**config.mk**
```make
export PLATFORM = sky130hd
export DESIGN_NAME = bounded_lifo_stack
export DESIGN_NICKNAME = d
export VERILOG_FILES = /design/src/rtl/bls_pkg.sv /design/src/rtl/bls_cell.sv /design/src/rtl/bounded_lifo_stack.sv
export SDC_FILE = /design/constraint.sdc
export NUM_CORES = 1
export LEC_CHECK = 0
export ABC_AREA = 1
export BUFFER_PORTS_ARGS = -buffer_cell sky130_fd_sc_hd__buf_4
export CAP_MARGIN = 25
export CELL_PAD_IN_SITES_DETAIL_PLACEMENT = 0
export CELL_PAD_IN_SITES_GLOBAL_PLACEMENT = 2
export CORE_MARGIN = 2
export CORE_UTILIZATION = 38
export DETAILED_ROUTE_END_ITERATION = 6
export PLACE_DENSITY = 0.77
export REMOVE_ABC_BUFFERS = 1
export SYNTH_ARGS = -nofsm -noshare
export SYNTH_HDL_FRONTEND = slang
export SYNTH_SLANG_ARGS = --single-unit
```
**constraint.sdc**
```tcl
create_clock -name clk_i -period 7.9 [get_ports clk_i]
set_input_delay 1.185 -clock clk_i [delete_from_list [all_inputs] [get_ports clk_i]]
set_output_delay 1.185 -clock clk_i [all_outputs]
set_load 0.03 [all_outputs]
```
**src/rtl/bls_pkg.sv**
```systemverilog
package bls_pkg;

  localparam int unsigned BLS_DEPTH = 8;
  localparam int unsigned WORD_W    = 32;

  typedef enum logic [1:0] {
    OP_PUSH = 2'd0,
    OP_POP  = 2'd1,
    OP_PEEK = 2'd2,
    OP_DUMP = 2'd3
  } bls_op_e;

  typedef enum logic [1:0] {
    ST_OK        = 2'd0,
    ST_OVERFLOW  = 2'd1,
    ST_UNDERFLOW = 2'd2
  } bls_status_e;

  // What every cell of the chain does in a cycle.
  typedef enum logic [1:0] {
    SHIFT_HOLD = 2'd0,
    SHIFT_PUSH = 2'd1,
    SHIFT_POP  = 2'd2,
    SHIFT_ROT  = 2'd3
  } bls_shift_e;

  typedef enum logic [1:0] {
    FSM_IDLE = 2'b01,
    FSM_DUMP = 2'b10
  } bls_fsm_e;

  typedef struct packed {
    bls_shift_e mode;
    logic       wrap;
  } bls_cell_ctrl_t;

  typedef struct packed {
    bls_op_e                    opcode;
    logic signed [WORD_W-1:0]   push_value;
  } bls_in_t;

  typedef struct packed {
    bls_status_e                status;
    logic signed [WORD_W-1:0]   data_word;
    logic                       is_empty;
    logic                       is_full;
    logic                       last_result;
  } bls_out_t;

endpackage

```
**src/rtl/bls_cell.sv**
```systemverilog
module bls_cell import bls_pkg::*; (
  input  logic                     clk_i,
  input  bls_cell_ctrl_t           ctrl_i,
  input  logic signed [WORD_W-1:0] from_above_i,
  input  logic signed [WORD_W-1:0] from_below_i,
  input  logic signed [WORD_W-1:0] from_top_i,
  output logic signed [WORD_W-1:0] data_o
);

  logic signed [WORD_W-1:0] data_q, data_d;

  always_comb begin
    unique case (ctrl_i.mode)
      SHIFT_HOLD: data_d = data_q;
      SHIFT_PUSH: data_d = from_above_i;
      SHIFT_POP:  data_d = from_below_i;
      // The deepest occupied cell closes the ring by taking the top word.
      SHIFT_ROT:  data_d = ctrl_i.wrap ? from_top_i : from_below_i;
      default:    data_d = data_q;
    endcase
  end

  always_ff @(posedge clk_i) begin
    data_q <= data_d;
  end

  assign data_o = data_q;

endmodule

```
**src/rtl/bounded_lifo_stack.sv**
```systemverilog
// Channel | Direction | Payload   | Handshake
// in      | input     | bls_in_t  | in_valid_i / in_ready_o
// out     | output    | bls_out_t | out_valid_o / out_ready_i
//
// Push, pop and peek give one beat each; an item is taken every cycle while no
// dump runs and the output register is free or being drained. A dump of N words
// sends one beat per cycle unless stalled and holds input ready low until its
// last beat is registered, as the cell chain rotates once per beat and so ends
// in its original order. Reset empties the stack at once; the stored words are
// not cleared. A stalled beat freezes the chain and blocks input until taken.
module bounded_lifo_stack import bls_pkg::*; #(
  parameter int unsigned DEPTH = BLS_DEPTH
) (
  input  logic     clk_i,
  input  logic     rst_ni,
  input  logic     in_valid_i,
  output logic     in_ready_o,
  input  bls_in_t  in_data_i,
  output logic     out_valid_o,
  input  logic     out_ready_i,
  output bls_out_t out_data_o
);

  localparam int unsigned CntW = $clog2(DEPTH + 1);

  logic [CntW-1:0] count_q, count_d;
  logic [CntW-1:0] rem_q, rem_d;
  bls_fsm_e        state_q, state_d;
  logic            out_valid_q, out_valid_d;
  bls_out_t        out_q, out_d;
  bls_shift_e      mode;

  logic signed [WORD_W-1:0] cell_data [DEPTH];

  logic slot_free, in_fire, dump_step, count_zero, count_full;

  assign slot_free  = !out_valid_q || out_ready_i;
  assign in_ready_o = (state_q == FSM_IDLE) && slot_free;
  assign in_fire    = in_valid_i && in_ready_o;
  assign dump_step  = (state_q == FSM_DUMP) && slot_free;
  assign count_zero = (count_q == '0);
  assign count_full = (count_q == CntW'(DEPTH));

  always_comb begin
    count_d     = count_q;
    rem_d       = rem_q;
    state_d     = state_q;
    out_d       = out_q;
    out_valid_d = out_valid_q && !out_ready_i;
    mode        = SHIFT_HOLD;

    if (in_fire) begin
      out_valid_d       = 1'b1;
      out_d.status      = ST_OK;
      out_d.data_word   = '0;
      out_d.last_result = 1'b1;
      unique case (in_data_i.opcode)
        OP_PUSH: begin
          if (count_full) begin
            out_d.status = ST_OVERFLOW;
          end else begin
            mode    = SHIFT_PUSH;
            count_d = count_q + 1'b1;
          end
        end
        OP_POP: begin
          if (count_zero) begin
            out_d.status = ST_UNDERFLOW;
          end else begin
            out_d.data_word = cell_data[0];
            mode            = SHIFT_POP;
            count_d         = count_q - 1'b1;
          end
        end
        OP_PEEK: begin
          if (count_zero) begin
            out_d.status = ST_UNDERFLOW;
          end else begin
            out_d.data_word = cell_data[0];
          end
        end
        OP_DUMP: begin
          if (count_zero) begin
            out_d.status = ST_UNDERFLOW;
          end else begin
            out_d.data_word = cell_data[0];
            mode            = SHIFT_ROT;
            if (count_q != CntW'(1)) begin
              out_d.last_result = 1'b0;
              rem_d             = count_q - 1'b1;
              state_d           = FSM_DUMP;
            end
          end
        end
        default: out_d.status = ST_UNDERFLOW;
      endcase
      out_d.is_empty = (count_d == '0);
      out_d.is_full  = (count_d == CntW'(DEPTH));
    end else if (dump_step) begin
      out_valid_d       = 1'b1;
      out_d.status      = ST_OK;
      out_d.data_word   = cell_data[0];
      out_d.is_empty    = count_zero;
      out_d.is_full     = count_full;
      out_d.last_result = (rem_q == CntW'(1));
      mode              = SHIFT_ROT;
      rem_d             = rem_q - 1'b1;
      if (rem_q == CntW'(1)) begin
        state_d = FSM_IDLE;
      end
    end
  end

  for (genvar i = 0; i < DEPTH; i++) begin : g_cell
    bls_cell_ctrl_t           ctrl;
    logic signed [WORD_W-1:0] above, below;

    assign ctrl.mode = mode;
    assign ctrl.wrap = (count_q == CntW'(i + 1));

    if (i == 0) begin : g_top
      assign above = in_data_i.push_value;
    end else begin : g_mid
      assign above = cell_data[i-1];
    end

    if (i == DEPTH - 1) begin : g_bottom
      assign below = cell_data[i];
    end else begin : g_inner
      assign below = cell_data[i+1];
    end

    bls_cell u_cell (
      .clk_i        (clk_i),
      .ctrl_i       (ctrl),
      .from_above_i (above),
      .from_below_i (below),
      .from_top_i   (cell_data[0]),
      .data_o       (cell_data[i])
    );
  end

  always_ff @(posedge clk_i or negedge rst_ni) begin
    if (!rst_ni) begin
      count_q     <= '0;
      rem_q       <= '0;
      state_q     <= FSM_IDLE;
      out_valid_q <= 1'b0;
    end else begin
      count_q     <= count_d;
      rem_q       <= rem_d;
      state_q     <= state_d;
      out_valid_q <= out_valid_d;
    end
  end

  always_ff @(posedge clk_i) begin
    out_q <= out_d;
  end

  assign out_valid_o = out_valid_q;
  assign out_data_o  = out_q;

  a_count_bound: assert property (@(posedge clk_i) disable iff (!rst_ni)
    count_q <= CntW'(DEPTH))
    else $error("entry count above depth");

  a_dump_rem: assert property (@(posedge clk_i) disable iff (!rst_ni)
    state_q == FSM_DUMP |-> rem_q != '0 && rem_q < count_q)
    else $error("dump beats left out of range");

  a_dump_count_stable: assert property (@(posedge clk_i) disable iff (!rst_ni)
    state_q == FSM_DUMP |=> count_q == $past(count_q))
    else $error("stack size changed during dump");

  a_overflow_full: assert property (@(posedge clk_i) disable iff (!rst_ni)
    out_valid_o && out_data_o.status == ST_OVERFLOW |-> out_data_o.is_full)
    else $error("overflow reported on a stack that is not full");

endmodule

```
After elaboration in Yosys (flattened, before gate mapping). Index checks and enable logic that the tools add are counted.

Add/subtract/negate cells: 3. Eq/ne operators: 24. Multiplexer cells: 49. Bitwise logic cells: 2. Reduce and logical (&&, ||, !) cells: 19.

Operator list (number): 32-bit case mux with 3 select lines (7); 32-bit two-way mux (10); 37-bit two-way mux (2); 32-bit case mux with 2 select lines (1); 4-bit two-way mux (8); 2-bit two-way mux (11); 4-bit by 3-bit equality test with 1-bit output (second input constant) (4); 2-bit equality test (second input constant) (5); 4-bit by 1-bit equality test with 1-bit output (second input constant) (2); 4-bit by 2-bit equality test with 1-bit output (second input constant) (2); 4-bit equality test (second input constant) (2); 4-bit logical NOT (2); 4-bit case mux with 2 select lines (1); 4-bit by 1-bit subtractor with 4-bit output (second input constant) (2); 1-bit two-way mux (7); 2-bit by 1-bit equality test with 1-bit output (second input constant) (3); 2-bit != test (second input constant) (3); 2-bit case mux with 3 select lines (1); 5-bit AND reduction (1); 4-bit by 1-bit adder with 4-bit output (second input constant) (1); 1-bit logical AND (4); 2-bit logical NOT (2); 2-bit by 1-bit != test with 1-bit output (second input constant) (2); 4-bit by 1-bit != test with 1-bit output (second input constant) (1); other kinds (9) (13).

Bits in registers: 304. Bits of input ports: 38. Output and inout bits: 39. Word-level logic and storage cells: 114.

Longest topological paths before layout.
Word-level depth: 9. Depth in mapped cells: 12. Gate-level depth less buffers: 10.

By module. From an unflattened synthesis, not the netlist that was laid out.

Cell total of the unflattened synthesis: 3265. Area total of the unflattened synthesis: 21583.2 um^2.

Modules (own cells, without submodules): bls_cell (instances 8, cells each 375, area an instance 2394.8 um^2, sequential area each 960.9 um^2); bounded_lifo_stack (instances 1, cells each 265, area an instance 2424.8 um^2, sequential area each 1387.6 um^2).

Worst setup path after synthesis. No wires, ideal clock.

Path type: input-to-reg. Start point: in out_ready_i. End point: reg g_cell[0].u_cell.data_q[0], enable pin. Library setup time: 0.387 ns. Data arrival time: 7.440 ns. Data required time: 7.513 ns. Setup slack: 0.073 ns. Stages: 9. Path buffers: 1. Path through: inv_1 > nand2_1 > nand3_4 > nand2_2 > o21ai_4 > buf_2 > nand2_1 > nand2_1 > inv_1.

Word-level cells in the longest chain between the ends: 7. Elaborated cells on any way between the ends: 11. Classes of those cells: 2 x eq/ne; 2 x mux; 1 x bitwise; 6 x reduce/logical.

RTL lines: from (decl) (RTL line bounded_lifo_stack.sv:20) `input logic out_ready_i,`; 1-bit logical OR * (RTL line bounded_lifo_stack.sv:37) `assign slot_free = !out_valid_q || out_ready_i;`; 1-bit logical AND, on equally long branches (RTL line bounded_lifo_stack.sv:40, bounded_lifo_stack.sv:38); 2-bit two-way mux or 1-bit logical AND (tied branches) (RTL line bounded_lifo_stack.sv:99, bounded_lifo_stack.sv:39); 2-bit two-way mux * (RTL line bounded_lifo_stack.sv:52) `if (in_fire) begin`; 2-bit equality test or 2-bit logical NOT (tied branches) (RTL line bls_cell.sv:13) `unique case (ctrl_i.mode)`; 2-bit != test (no source line) or 1-bit NOT (tied branches); 2-bit AND reduction (no source line) *; to (signal assigned) (RTL line bls_cell.sv:24) `data_q <= data_d;`; to (decl) (RTL line bls_cell.sv:10) `logic signed [WORD_W-1:0] data_q, data_d;`.

Every way passes the cells marked *; elsewhere a longest branch is shown, timed or not. A chain may end at the register's enable or synchronous reset.

Worst setup path in the final report.
Start point: reg count_q[0]. End point: reg g_cell[7].u_cell.data_q[14], enable pin.

Word-level cells in the longest chain between the ends: 8. Elaborated cells on any way between the ends: 14. Classes of those cells: 4 x eq/ne; 5 x mux; 1 x bitwise; 4 x reduce/logical.

RTL lines: from (decl) (RTL line bounded_lifo_stack.sv:26) `logic [CntW-1:0] count_q, count_d;`; from (signal assigned) (RTL line bounded_lifo_stack.sv:150) `count_q <= count_d;`; 4-bit equality test or 4-bit logical NOT (tied branches) (RTL line bounded_lifo_stack.sv:42, bounded_lifo_stack.sv:119, bounded_lifo_stack.sv:41); 1-bit two-way mux (tied with other cells) (RTL line bounded_lifo_stack.sv:59) `if (count_full) begin`; 2-bit case mux with 3 select lines (RTL line bounded_lifo_stack.sv:57) `unique case (in_data_i.opcode)`; 2-bit two-way mux (RTL line bounded_lifo_stack.sv:52); 2-bit equality test or 2-bit logical NOT (tied branches) (RTL line bls_cell.sv:13); 2-bit OR reduction (no source line); 1-bit NOT (no source line); 2-bit AND reduction (no source line) *; to (signal assigned) (RTL line bls_cell.sv:24); to (decl) (RTL line bls_cell.sv:10).

Marked as above.

==> impl_metrics.py <==
metrics = {
    "clocking": {
        "cts.sinks": 304,
        "cts_setup_buffers": 0,
        "tritoncts": "done",
        "cts_buffers": 38,
        "clk_pin_slew_worst_paths_ns": 0.05,
        "clock_latency_ns": 0.55,
        "cts-resized-gates": 0,
        "cts_buffer_depth": 3,
        "root_buffer": "clkbuf_16",
        "h-tree-depth": 2,
        "postCtsHoldBufs": 0,
    },
    "critical_path": {
        "critical_path_class": "flip-flop to flip-flop",
        "crit_required_ns": 8.10,
        "reg2reg_from": "count_q[0]",
        "r2r_end": "g_cell[7].u_cell.data_o[14]",
        "crit_end": "g_cell[7].u_cell.data_o[14]",
        "start_kind": "flip-flop",
        "cp_data_arrival_time_ns": 4.34,
        "r2r_cells": 11,
        "critPathCaptureType": "flip-flop",
        "r2r_setup_slack_ns": 3.76,
        "crit_path_max_fanout": 34,
        "crit_path_start": "count_q[0]",
    },
    "sta": {
        "skew_ns": 0.01031,
        "setup_violations": 0,
        "finalCriticalPeriod_ns": 4.137,
        "maxSlewHeadroom_pct": 32.14,
        "report.final.hold_viol_count": 0,
        "rsz0062_at_grt": "false",
        "fin_crit_sh_pct": 52.36,
        "timing.fmax_mhz": 241.7,
        "drv_slew": 0,
        "tightest_slew_ns": 1.018,
        "setup-tns-final_ns": 0,
    },
    "drt": {
        "viasPerCell": 5.238,
        "wl_per_cell_um": 18.80,
        "routed-via-count": 12920,
        "route.detailed.drc": 0,
        "wirelength_mm": 46.35,
        "drtIter0Drc": 1118,
        "antenna_left": 0,
        "firstDrtPassIters": 5,
    },
    "place": {
        "place.gp.congestion": 0.7396,
        "dp_hpwl_mm": 24.88,
        "port_buffers": 76,
        "placed_area_um2": 16770,
    },
    "synth": {
        "synth_cell_types": 30,
        "yosysSeqAreaShare_pct": 57.06,
        "synth_top_cell_by_area": "edfxtp_1",
        "yosysWarningCount": 0,
        "avgSynthCellArea_um2": 8.465,
        "ys_top_cells_by_count": "nand2_1 (903), edfxtp_1 (293), nand3_1 (214)",
        "synth_ff_type": "edfxtp_1",
        "syn_area_um2": 15910,
        "synth_most_common_cell": "nand2_1",
        "synth_area_leaders": "edfxtp_1 (55%), nand2_1 (21%), nand3_1 (6.7%)",
        "synth.ff_latch_count": 304,
        "synth-edff-count": 293,
        "synth.top_cell.area_share_pct": 55.32,
        "synth_cells": 1879,
        "ys_async_sr_fraction_pct": 3.618,
    },
    "power": {
        "power.total_uw": 9627,
        "power_density_nw_per_um2": 534.3,
        "p_sw_share_pct": 43.33,
        "seq_power_share_pct": 40.4,
        "leakage_uw": 0.007562,
        "combPwrFrac_pct": 41.9,
        "netSwitchingPower_uw": 4172,
        "p_clk_share_pct": 17.7,
        "p_int_uw": 5456,
        "vdd_ir_drop_max_v": 0.0002641,
    },
    "grt": {
        "grt_usage_pct": 21.36,
        "antenna_found_initial": 0,
        "grt_pass1_vias": 12320,
        "grt_max_degree": 150,
        "grt.overflow.total": 0,
        "grt_pass1_wl_mm": 72.26,
    },
    "die": {
        "core_area_um2": 41110,
        "std_cell_rows": 74,
        "initial_core_util_pct": 38.69,
        "die_w_um": 208.6,
        "fp.dieH_um": 208.6,
        "io_pins": 77,
        "dieArea_um2": 43510,
    },
    "final_layout": {
        "area_growth_pct": 13.28,
        "drive_above_1_share_pct": 9.255,
        "n_antenna_cell": 0,
        "nets": 1949,
        "final_cell_area_um2": 18020,
    },
    "hold_path": {
        "hold_path_class": "input pin to async pin",
    },
    "status": {
        "status": "complete, no violations",
    },
    "run": {
        "drv_cap": 0,
    },
}
==> per-layer routing <==
metal  vias to the layer above  routed length [um]  GRT usage (%)  part of all wire, %
met1                      6212               21950          30.91                   47
met5                         -                   0              0                    0
li1                       6310                   -              -                    -
met3                        56                2391          3.126                  5.2
met4                         0                 836          4.828                  1.8
met2                       339               21180          34.02                   46
==> logic make-up after synthesis <==
family / synth area share, %
xor+xnor: 0.1652
flops: 57.06
buf+inv: 5.365
compound gates: 6.868
fa+ha+maj: 0.5506
simple gates: 30.00
==> flip-flops by register name, summed over array words and instances, names as in the netlist <==
register              flops
rem_q                     4
out_data_o               37
count_q                   4
out_valid_o               1
state_q                   2
g_cell.u_cell.data_o    256
==> worst min-delay path by stage <==
stage	start	end	slack, ns	cells past startpoint
after floorplan	state_q[0]	state_q[0]	0.49	2
after global placement	state_q[0]	state_q[0]	0.52	2
after detailed placement	state_q[0]	state_q[0]	0.51	2
after CTS	rst_ni	rem_q[1]	0.44	1
after global routing	rst_ni	rem_q[1]	0.46	1
final	rst_ni	rem_q[0]	0.47	1
==> power groups by stage <==
stage,logic [uW],clock network [uW],registers (uW)
final,4040,1700,3890
after global routing,4590,1800,4010
after CTS,4060,1750,3900
after detailed placement,4050,0,3910
after global placement,3980,0,3920
after floorplan,2600,0,4040
==> cells in the final DEF, fill, tap and decap left out <==
cell and n:
nor3_1 2, clkinv_1 11, a21oi_4 2, dfrtp_1 10
a21oi_1 3, nand2_4 2, nand4_1 3, nand2_2 3
nand2_1 901, nand3_4 1, o21ai_0 204, ha_1 7
o21ai_4 1, bufinv_16 1, inv_6 1, nor2_4 6
buf_12 2, nor2_2 2, nor2_1 44, buf_16 2
buf_4 97, inv_2 3, clkinv_2 6, xor2_1 2
edfxtp_1 293, clkbuf_8 2, o211ai_1 3, inv_1 51
xnor2_1 1, nand3_2 6, clkbuf_1 10, dfstp_2 1
nand3_1 209, o31ai_1 1, clkbuf_16 41
==> through the flow <==
step	setup WS, ns	instances	hold WS, ns	utilization, %
floorplan	-2.327	1763	0.4927	-
global placement	3.470	2394	0.5157	40.79
detailed placement	3.359	2394	0.5079	40.79
CTS	3.751	2464	0.4425	43.69
global route	3.499	2466	0.4568	43.83
finish	3.763	2466	0.4690	43.83
==> cell type report <==
type | instances | area (um2)
Clock buffer | 53 | 1091
Clock inverter | 17 | 102.6
Fill cell | 4085 | 23090
Inverter | 56 | 210.2
Multi-Input combinational cell | 1403 | 6050
Sequential cell | 304 | 9075
Tap cell | 532 | 665.6
Timing Repair Buffer | 101 | 823.3
==> critical path, stage by stage (launching register included) <==
cell and delay, ns:
dfrtp_1 0.49, inv_1 0.29, ha_1 0.36, nand2_1 0.08, nor2_1 0.24, nor2_2 0.13
nor2_4 0.08, buf_4 0.49, nor2_4 0.24, buf_4 0.31, a21oi_4 0.54, buf_4 0.48
(Power assumes the default switching activity.)
